### src/design/tcw_pkg.sv
package tcw_pkg;

    // default screen geometry
    localparam int DEF_COLUMNS = 80;
    localparam int DEF_ROWS    = 25;

    // field widths
    localparam int FUNC_W   = 2;
    localparam int CHAR_W   = 8;
    localparam int COLOR_W  = 8;
    localparam int ADDR_W   = 11;
    localparam int CELL_W   = 16;
    localparam int CURSOR_W = 11;
    localparam int TAB_W    = 4;

    // configuration port
    localparam int CFG_IDX_W  = 1;
    localparam int CFG_DATA_W = 16;

    localparam logic [CFG_IDX_W-1:0] REG_TAB_WIDTH = 1'b0;
    localparam logic [CFG_IDX_W-1:0] REG_FILL_CELL = 1'b1;

    localparam logic [TAB_W-1:0]  TAB_RESET  = 4'd4;
    localparam logic [TAB_W-1:0]  TAB_MAX    = 4'd8;
    localparam logic [CELL_W-1:0] FILL_RESET = 16'h0F00;

    // function codes
    localparam logic [FUNC_W-1:0] FUNC_PUT   = 2'd0;
    localparam logic [FUNC_W-1:0] FUNC_CLEAR = 2'd1;
    localparam logic [FUNC_W-1:0] FUNC_READ  = 2'd2;

    // character codes
    localparam logic [CHAR_W-1:0] CHAR_TAB     = 8'd9;
    localparam logic [CHAR_W-1:0] CHAR_NEWLINE = 8'd10;
    localparam logic [CHAR_W-1:0] CHAR_SPACE   = 8'd32;

    typedef struct packed {
        logic [TAB_W-1:0]  tab_width;
        logic [CELL_W-1:0] fill_cell;
    } cfg_t;

    typedef enum logic [2:0] {
        S_WIPE,
        S_IDLE,
        S_PUT,
        S_SCROLL,
        S_FILL,
        S_READ,
        S_RWAIT,
        S_DONE
    } state_t;

endpackage

### src/design/tcw_seq.sv
module tcw_seq #(
    parameter int COLUMNS = 80,
    parameter int ROWS    = 25,
    parameter int IW      = 11
) (
    input  logic                         clk,
    input  logic                         rst_n,
    input  tcw_pkg::cfg_t                cfg,
    input  logic                         in_valid,
    output logic                         in_ready,
    input  logic [tcw_pkg::FUNC_W-1:0]   func,
    input  logic [tcw_pkg::CHAR_W-1:0]   char_code,
    input  logic [tcw_pkg::COLOR_W-1:0]  color,
    input  logic [tcw_pkg::ADDR_W-1:0]   cell_address,
    output logic                         out_valid,
    input  logic                         out_ready,
    output logic [tcw_pkg::CELL_W-1:0]   cell_value,
    output logic [tcw_pkg::CURSOR_W-1:0] cursor_position,
    output logic                         mem_wr_en,
    output logic [IW-1:0]                mem_wr_addr,
    output logic [tcw_pkg::CELL_W-1:0]   mem_wr_data,
    output logic                         mem_rd_en,
    output logic [IW-1:0]                mem_rd_addr,
    input  logic [tcw_pkg::CELL_W-1:0]   mem_rd_data
);
    import tcw_pkg::*;

    localparam int CELLS = ROWS * COLUMNS;
    localparam int LAST  = (ROWS - 1) * COLUMNS;
    localparam int AW    = $clog2(CELLS + 1);
    localparam int RW    = $clog2(ROWS + 1);
    localparam int CLW   = $clog2(COLUMNS);
    localparam int XW    = (AW > ADDR_W) ? AW : ADDR_W;

    state_t             state_reg, state_next;
    logic [AW-1:0]      cnt_reg, cnt_next;
    logic               pend_reg, pend_next;
    logic [IW-1:0]      pend_addr_reg, pend_addr_next;
    logic [TAB_W-1:0]   tab_left_reg, tab_left_next;
    logic               ret_put_reg, ret_put_next;
    logic               wipe_item_reg, wipe_item_next;
    logic [AW-1:0]      lin_reg, lin_next;
    logic [RW-1:0]      row_reg, row_next;
    logic [CLW-1:0]     col_reg, col_next;
    logic [CHAR_W-1:0]  char_reg, char_next;
    logic [COLOR_W-1:0] color_reg, color_next;
    logic [ADDR_W-1:0]  addr_reg, addr_next;
    logic [CELL_W-1:0]  value_reg, value_next;
    logic               out_valid_reg, out_valid_next;
    logic [CELL_W-1:0]  out_value_reg, out_value_next;
    logic [CURSOR_W-1:0] out_cursor_reg, out_cursor_next;

    logic [TAB_W-1:0]  tab_count;
    logic [CHAR_W-1:0] put_code;
    logic              addr_in_range;

    // tab width clamped into one to eight
    always_comb
    begin
        priority if (cfg.tab_width == '0)
        begin
            tab_count = TAB_W'(1);
        end
        else if (cfg.tab_width > TAB_MAX)
        begin
            tab_count = TAB_MAX;
        end
        else
        begin
            tab_count = cfg.tab_width;
        end
    end

    assign put_code      = (char_reg == CHAR_TAB) ? CHAR_SPACE : char_reg;
    assign addr_in_range = XW'(addr_reg) < XW'(CELLS);

    always_ff @(posedge clk or negedge rst_n)
    begin
        if (!rst_n)
        begin
            state_reg     <= S_WIPE;
            cnt_reg       <= '0;
            pend_reg      <= 1'b0;
            wipe_item_reg <= 1'b0;
            ret_put_reg   <= 1'b0;
            lin_reg       <= '0;
            row_reg       <= '0;
            col_reg       <= '0;
            out_valid_reg <= 1'b0;
        end
        else
        begin
            state_reg     <= state_next;
            cnt_reg       <= cnt_next;
            pend_reg      <= pend_next;
            wipe_item_reg <= wipe_item_next;
            ret_put_reg   <= ret_put_next;
            lin_reg       <= lin_next;
            row_reg       <= row_next;
            col_reg       <= col_next;
            out_valid_reg <= out_valid_next;
        end
    end

    always_ff @(posedge clk)
    begin
        pend_addr_reg  <= pend_addr_next;
        tab_left_reg   <= tab_left_next;
        char_reg       <= char_next;
        color_reg      <= color_next;
        addr_reg       <= addr_next;
        value_reg      <= value_next;
        out_value_reg  <= out_value_next;
        out_cursor_reg <= out_cursor_next;
    end

    always_comb
    begin
        state_next      = state_reg;
        cnt_next        = cnt_reg;
        pend_next       = pend_reg;
        pend_addr_next  = pend_addr_reg;
        tab_left_next   = tab_left_reg;
        ret_put_next    = ret_put_reg;
        wipe_item_next  = wipe_item_reg;
        lin_next        = lin_reg;
        row_next        = row_reg;
        col_next        = col_reg;
        char_next       = char_reg;
        color_next      = color_reg;
        addr_next       = addr_reg;
        value_next      = value_reg;
        out_valid_next  = out_valid_reg && !out_ready;
        out_value_next  = out_value_reg;
        out_cursor_next = out_cursor_reg;
        in_ready        = 1'b0;
        mem_wr_en       = 1'b0;
        mem_wr_addr     = pend_addr_reg;
        mem_wr_data     = mem_rd_data;
        mem_rd_en       = 1'b0;
        mem_rd_addr     = IW'(addr_reg);

        // pending copy write from the previous scroll read
        if (pend_reg)
        begin
            mem_wr_en = 1'b1;
        end

        unique case (state_reg)
            S_WIPE:
            begin
                mem_wr_en   = 1'b1;
                mem_wr_addr = cnt_reg[IW-1:0];
                mem_wr_data = '0;
                if (cnt_reg == AW'(CELLS - 1))
                begin
                    lin_next       = '0;
                    row_next       = '0;
                    col_next       = '0;
                    wipe_item_next = 1'b0;
                    state_next     = wipe_item_reg ? S_DONE : S_IDLE;
                end
                else
                begin
                    cnt_next = cnt_reg + AW'(1);
                end
            end

            S_IDLE:
            begin
                in_ready = 1'b1;
                if (in_valid)
                begin
                    char_next  = char_code;
                    color_next = color;
                    addr_next  = cell_address;
                    value_next = '0;
                    unique case (func)
                        FUNC_PUT:
                        begin
                            priority if (char_code == CHAR_NEWLINE)
                            begin
                                if (row_reg >= RW'(ROWS - 1))
                                begin
                                    ret_put_next = 1'b0;
                                    cnt_next     = '0;
                                    state_next   = S_SCROLL;
                                end
                                else
                                begin
                                    row_next   = row_reg + RW'(1);
                                    col_next   = '0;
                                    lin_next   = lin_reg - AW'(col_reg) + AW'(COLUMNS);
                                    state_next = S_DONE;
                                end
                            end
                            else if (char_code == CHAR_TAB)
                            begin
                                tab_left_next = tab_count;
                                state_next    = S_PUT;
                            end
                            else
                            begin
                                tab_left_next = TAB_W'(1);
                                state_next    = S_PUT;
                            end
                        end
                        FUNC_CLEAR:
                        begin
                            wipe_item_next = 1'b1;
                            cnt_next       = '0;
                            state_next     = S_WIPE;
                        end
                        FUNC_READ:
                        begin
                            state_next = S_READ;
                        end
                        default:
                        begin
                            state_next = S_DONE;
                        end
                    endcase
                end
            end

            S_PUT:
            begin
                if (lin_reg == AW'(CELLS))
                begin
                    // end of screen: scroll, then write at the bottom row
                    ret_put_next = 1'b1;
                    cnt_next     = '0;
                    state_next   = S_SCROLL;
                end
                else
                begin
                    mem_wr_en   = 1'b1;
                    mem_wr_addr = lin_reg[IW-1:0];
                    mem_wr_data = {color_reg, put_code};
                    lin_next    = lin_reg + AW'(1);
                    if (col_reg == CLW'(COLUMNS - 1))
                    begin
                        col_next = '0;
                        row_next = row_reg + RW'(1);
                    end
                    else
                    begin
                        col_next = col_reg + CLW'(1);
                    end
                    if (tab_left_reg > TAB_W'(1))
                    begin
                        tab_left_next = tab_left_reg - TAB_W'(1);
                    end
                    else
                    begin
                        state_next = S_DONE;
                    end
                end
            end

            S_SCROLL:
            begin
                if (cnt_reg != AW'(LAST))
                begin
                    mem_rd_en      = 1'b1;
                    mem_rd_addr    = IW'(cnt_reg + AW'(COLUMNS));
                    pend_next      = 1'b1;
                    pend_addr_next = cnt_reg[IW-1:0];
                    cnt_next       = cnt_reg + AW'(1);
                end
                else
                begin
                    pend_next  = 1'b0;
                    state_next = S_FILL;
                end
            end

            S_FILL:
            begin
                mem_wr_en   = 1'b1;
                mem_wr_addr = cnt_reg[IW-1:0];
                mem_wr_data = cfg.fill_cell;
                if (cnt_reg == AW'(CELLS - 1))
                begin
                    lin_next   = AW'(LAST);
                    row_next   = RW'(ROWS - 1);
                    col_next   = '0;
                    state_next = ret_put_reg ? S_PUT : S_DONE;
                end
                else
                begin
                    cnt_next = cnt_reg + AW'(1);
                end
            end

            S_READ:
            begin
                mem_rd_en  = addr_in_range;
                state_next = S_RWAIT;
            end

            S_RWAIT:
            begin
                value_next = addr_in_range ? mem_rd_data : '0;
                state_next = S_DONE;
            end

            S_DONE:
            begin
                if (!out_valid_reg || out_ready)
                begin
                    out_valid_next  = 1'b1;
                    out_value_next  = value_reg;
                    out_cursor_next = CURSOR_W'(lin_reg);
                    state_next      = S_IDLE;
                end
            end

            default:
            begin
                state_next = S_IDLE;
            end
        endcase
    end

    assign out_valid       = out_valid_reg;
    assign cell_value      = out_value_reg;
    assign cursor_position = out_cursor_reg;

endmodule

### config.mk
export PLATFORM = sky130hd
export DESIGN_NAME = tcw_seq
export DESIGN_NICKNAME = d
export VERILOG_FILES = /design/src/design/tcw_pkg.sv /design/src/design/tcw_seq.sv
export SDC_FILE = /design/constraint.sdc
export NUM_CORES = 1
export LEC_CHECK = 0
export ABC_AREA = 0
export ABC_CLOCK_PERIOD_IN_PS = 6400
export BUFFER_PORTS_ARGS = -buffer_cell sky130_fd_sc_hd__buf_2
export CAP_MARGIN = 40
export CELL_PAD_IN_SITES_DETAIL_PLACEMENT = 1
export CELL_PAD_IN_SITES_GLOBAL_PLACEMENT = 2
export CORE_MARGIN = 2
export CORE_UTILIZATION = 39
export CTS_BUF_LIST = sky130_fd_sc_hd__clkbuf_4 sky130_fd_sc_hd__clkbuf_8
export DETAILED_ROUTE_END_ITERATION = 10
export PLACE_DENSITY_LB_ADDON = 0.15
export SLEW_MARGIN = 20
export SYNTH_ARGS = -nofsm -noshare
export SYNTH_HDL_FRONTEND = slang
export SYNTH_SLANG_ARGS = --single-unit
### constraint.sdc
create_clock -name clk -period 6.4 [get_ports clk]
set_input_delay 0.64 -clock clk [delete_from_list [all_inputs] [get_ports clk]]
set_output_delay 0.64 -clock clk [all_outputs]
set_load 0.05 [all_outputs]
* Yosys cells after proc, flatten, opt, wreduce, memory -nomap -nowiden
Index checks and enable logic that the tools add are counted.
W data, S select, Z words.
** Cells by class
- $add $sub $neg :: 8
- Order comparisons :: 4
- Equality and inequality tests :: 38
- Muxes and demuxes :: 83
- Reductions and logical operators :: 26
** Operator list (count)
- $mux W11 :: 16
- $pmux W11 S4 :: 2
- $mux W7 :: 7
- $mux W16 :: 3
- $pmux W16 S3 :: 1
- $pmux W11 S2 :: 2
- $mux W5 :: 8
- $ne A2 B2 Y1 const B :: 17
- $mux W3 :: 11
- $mux W4 :: 8
- $pmux W16 S2 :: 1
- $eq A8 B4 Y1 const B :: 3
- $pmux W3 S8 :: 1
- $add A11 B1 Y11 const B :: 2
- $add A11 B7 Y11 const B :: 2
- $eq A11 B11 Y1 const B :: 2
- $pmux W7 S3 :: 1
- $pmux W5 S4 :: 1
- $reduce_and A6 Y1 :: 3
- $reduce_and A8 Y1 :: 2
- $mux W1 :: 14
- $eq A3 B3 Y1 const B :: 4
- $ne A3 B3 Y1 const B :: 4
- $lt A11 B11 Y1 const B :: 1
- other kinds (32) :: 43
** Word-level totals
- Flip-flop bits (word level) :: 126
- Output and inout bits :: 69
- Logic and storage cells :: 176

* Longest topological paths before layout
- Depth after elaboration :: 8
- Gate-level depth with buffers :: 11
- Depth with buffers taken out :: 11

* Worst setup path before layout
Ideal clock, no wire load.
- Kind :: register -> output
- Start point :: register cnt_reg[4]
- End point :: output port mem_rd_addr[0]
- Arrival :: 2.534 ns
- Data required time :: 5.760 ns
- Path slack :: 3.226 ns
- Cell stages (with the launch flop) :: 9
- Buffers on the path :: 2
- Cell sequence :: dfrtp_1 -> inv_1 -> ha_1 -> and4_1 -> nand3_1 -> nand2_1 -> clkbuf_1 -> clkbuf_1 -> o21ai_0
** On the way
- Longest elaborated chain between the ends :: 3
** Ends and longest elaborated chain
- from (decl) :: line tcw_seq.sv:36 : logic [AW-1:0] cnt_reg, cnt_next;
- from (signal assigned) :: line tcw_seq.sv:94 : cnt_reg <= cnt_next;
- $ne A11 B11 Y1 :: line tcw_seq.sv:263 : if (cnt_reg != AW'(LAST))
- $mux W11 :: line tcw_seq.sv:263
- $mux W11 :: line tcw_seq.sv:149 : unique case (state_reg)
- to (decl) :: line tcw_seq.sv:23 : output logic [IW-1:0] mem_rd_addr,
No other way between the ends.

* Worst setup path after layout
- Start point :: register state_reg[0]
- End point :: output port mem_rd_addr[5]
** On the way
- Longest elaborated chain between the ends :: 2
** Ends and longest elaborated chain
- from (decl) :: line tcw_seq.sv:35 : state_t state_reg, state_next;
- from (signal assigned) :: line tcw_seq.sv:93 : state_reg <= state_next;
- $eq A3 B2 Y1 :: line tcw_seq.sv:149
- $mux W11 :: line tcw_seq.sv:149
No other way between the ends.

==> impl_metrics.tcl <==
set metrics [dict create \
    synth_mux_area_frac 0.00166 \
    yosys-top-cells-area "edfxtp_1 38%, dfrtp_1 15%, ha_1 5.7%, a222oi_1 3.8%, inv_1 3.3%" \
    seq_area_frac_synth 0.528 \
    synth-seq-cells 126 \
    ctsHoldBuffers 0 \
    slew_headroom 0.451 \
    start_util 0.396 \
    place.gp.congestion 0.798 \
    postSynthAreaPerCell_um2 10.6 \
    critPathLaunchType "flop" \
    place_hpwl_um 14700 \
    fin_nets 880 \
    synth_edf_count 85 \
    design.die.area_um2 18500 \
    track_usage 0.228 \
    synth.distinct_cells 72 \
    clock_skew_ns 0.0121 \
    cts_inserted_buffers 17 \
    outcome "finished, final reports clean" \
    dr.pass1.iters 5 \
    first_iter_violations 398 \
    netlist_instances 641 \
    critPathKind "flop to primary output" \
    tns_ns 0 \
    ant_nets 0 \
    setup_violations 0 \
    cp_slowest_cell "dfrtp_1" \
    io_pins 138 \
    crit_path_end_kind "primary output" \
    holdWs_ns 0.215 \
    crit_top_cell "nand2_1" \
    drive_gt1_frac 0.255 \
    clk_latency_ns 0.45 \
    die_height_um 136 \
    synth_nets 742 \
    wl_per_cell_um 20.0 \
    async_flop_share 0.325 \
    post-route-period-util 0.588 \
    min_path_type "primary input to asynchronous set/reset pin" \
    row_count 48 \
    powerDensity_nw_per_um2 502 \
    ys.flop_type "edfxtp_1" \
    cpPeakStageDelay_ns 0.71 \
    arrival_ns 3.12 \
    drv_cap 0 \
    grt_pass1_vias 5799 \
    cp_cell_sequence "nand2_1, nor2_1, nand2_1, inv_2, nand2_1, nand2_1, buf_2" \
    synth_area_leader_cell "edfxtp_1" \
    die_w_um 136 \
    cts_resized 0 \
    ir_worst_vdd_mv 0.291 \
    cts_tree "built" \
    yosys.area_share.adder 0.0602 \
    cts_sinks 126 \
    clockBufferDepth 2 \
    drt-total-wl_um 20300 \
    synth.top_cell.area_share 0.376 \
    diodes 0 \
    core_um2 17100 \
    h-tree-depth 4 \
    required_ns 5.76 \
    hold_viol_final 0 \
    vias 5654 \
    rsz0062_at_grt "false" \
    path_clk_slew_ns 0.08 \
    slew_violations 0 \
    cts_setup_buffers 0 \
    synth_top_family_by_area "compound AO/OA/AOI/OAI gates" \
    fillers 1965 \
    yosysWarnings 0 \
    synth-xor-area-share 0.0194 \
    numPlacedInstances 984 \
    route.detailed.drc 0 \
    final.min_clock_period_ns 3.76 \
    layout.cells.non_filler 1017 \
    grt_pass1_wl_um 31600 \
    syn_area_um2 6780 \
    area_growth_pct 20.3 \
    worst_pin_slew_ns 0.817 \
    max_clock_freq_ghz 0.266 \
    finalPower_w 0.00409 \
    viasPerCell 5.56 \
    overflow 0 \
    synth-simple-area-share 0.150 \
    cts_root_buf "clkbuf_8" \
    grt_max_degree 28 \
    utilization 0.477 \
    worstPathMaxFanout 20 \
    synth_compound_area_frac 0.186 \
    antenna_found_initial 0 \
    port_buffers 137 \
    leakage_nw 3.44 \
]
logic make-up (layout without fill, tap and decap cells):
group | Yosys count | count (layout)
AO/OA/AOI/OAI | 187 | 187
XOR/XNOR | 15 | 15
adder cells (fa/ha/maj) | 32 | 32
buffers and inverters | 94 | 245
flip-flops | 126 | 126
multiplexers | 1 | 1
AND/OR/NAND/NOR | 186 | 186
final timing paths:
check,end,from,depth (start not counted),slack (ns)
worst max-delay path,mem_rd_addr[5],state_reg[0],7,2.64
worst min-delay path,row_reg[1],rst_n,1,0.21
worst max register to register,state_reg[2],cnt_reg[0],9,3.00
worst min register to register,cell_value[12],value_reg[12],0,0.42
max in group asynchronous,pend_reg,rst_n,2,5.64
min in group clk,color_reg[1],color[1],1,0.35
synth_stat cells, drive strengths merged, types with 4 or more instances:
cell	instances
a211oi	6
a21o	6
a21oi	27
a221oi	5
a222oi	26
a31oi	6
and2	19
and3	6
buf	9
clkbuf	22
dfrtp	41
edfxtp	85
ha	31
inv	63
nand2	51
nand2b	7
nand3	15
nand4	6
nor2	34
nor2b	6
nor3	14
nor4	4
nor4b	5
o21ai	70
o21bai	4
o22ai	7
o31ai	11
or3	4
xnor2	9
xor2	6
where the power goes:
part	internal, W	switching (W)	total (W)
Combinational	0.000591	0.00150	0.00209
Sequential	0.00112	0.000184	0.00131
Clock	0.000350	0.000351	0.000701
Total	0.00206	0.00203	0.00409
layout by cell type (no fill, tap or decap), types with 7 or more instances in the layout:
cell type / instances
o21ai_0: 41
o31ai_1: 8
ha_1: 31
edfxtp_1: 85
a21oi_1: 24
nor2_1: 33
inv_1: 60
clkbuf_8: 17
buf_2: 138
nand3_1: 14
o21ai_1: 29
buf_4: 10
o22ai_1: 7
and2_1: 18
xnor2_1: 9
dfrtp_1: 41
a222oi_1: 26
nor3_1: 13
nand2_1: 51
routing by layer:
layer / vias up / global-route usage / share of wire
li1: 2667 / - / -
met1: 2783 / 0.299 / 0.45
met2: 177 / 0.375 / 0.48
met3: 27 / 0.0481 / 0.051
met4: 0 / 0.0775 / 0.018
met5: - / 0 / 0
stage by stage:
stage	worst slack, ns	instance area, um2
3_5_place_dp	3.08	7760
4_1_cts	2.59	8150
6_report	2.64	8160
2_1_floorplan	3.23	6780
3_3_place_gp	2.80	7690
5_1_grt	2.25	8160
cell type report:
type	count	area, um2	area share
inverters	63	236	0.0290
clock buffers	17	234	0.0287
repair buffers	150	821	0.101
multi-input cells	421	2850	0.349
flip-flops and latches	126	3580	0.439
well taps	225	282	0.0345
clock inverters	15	159	0.0195
critical path: cells and delay by family (launching register included):
| kind | cells | cell delay (ns) |
|---|---|---|
| AND/OR/NAND/NOR | 5 | 1.25 |
| buffers and inverters | 2 | 0.72 |
| flip-flops | 1 | 0.71 |
No activity file was read; power rests on OpenSTA's default activity.
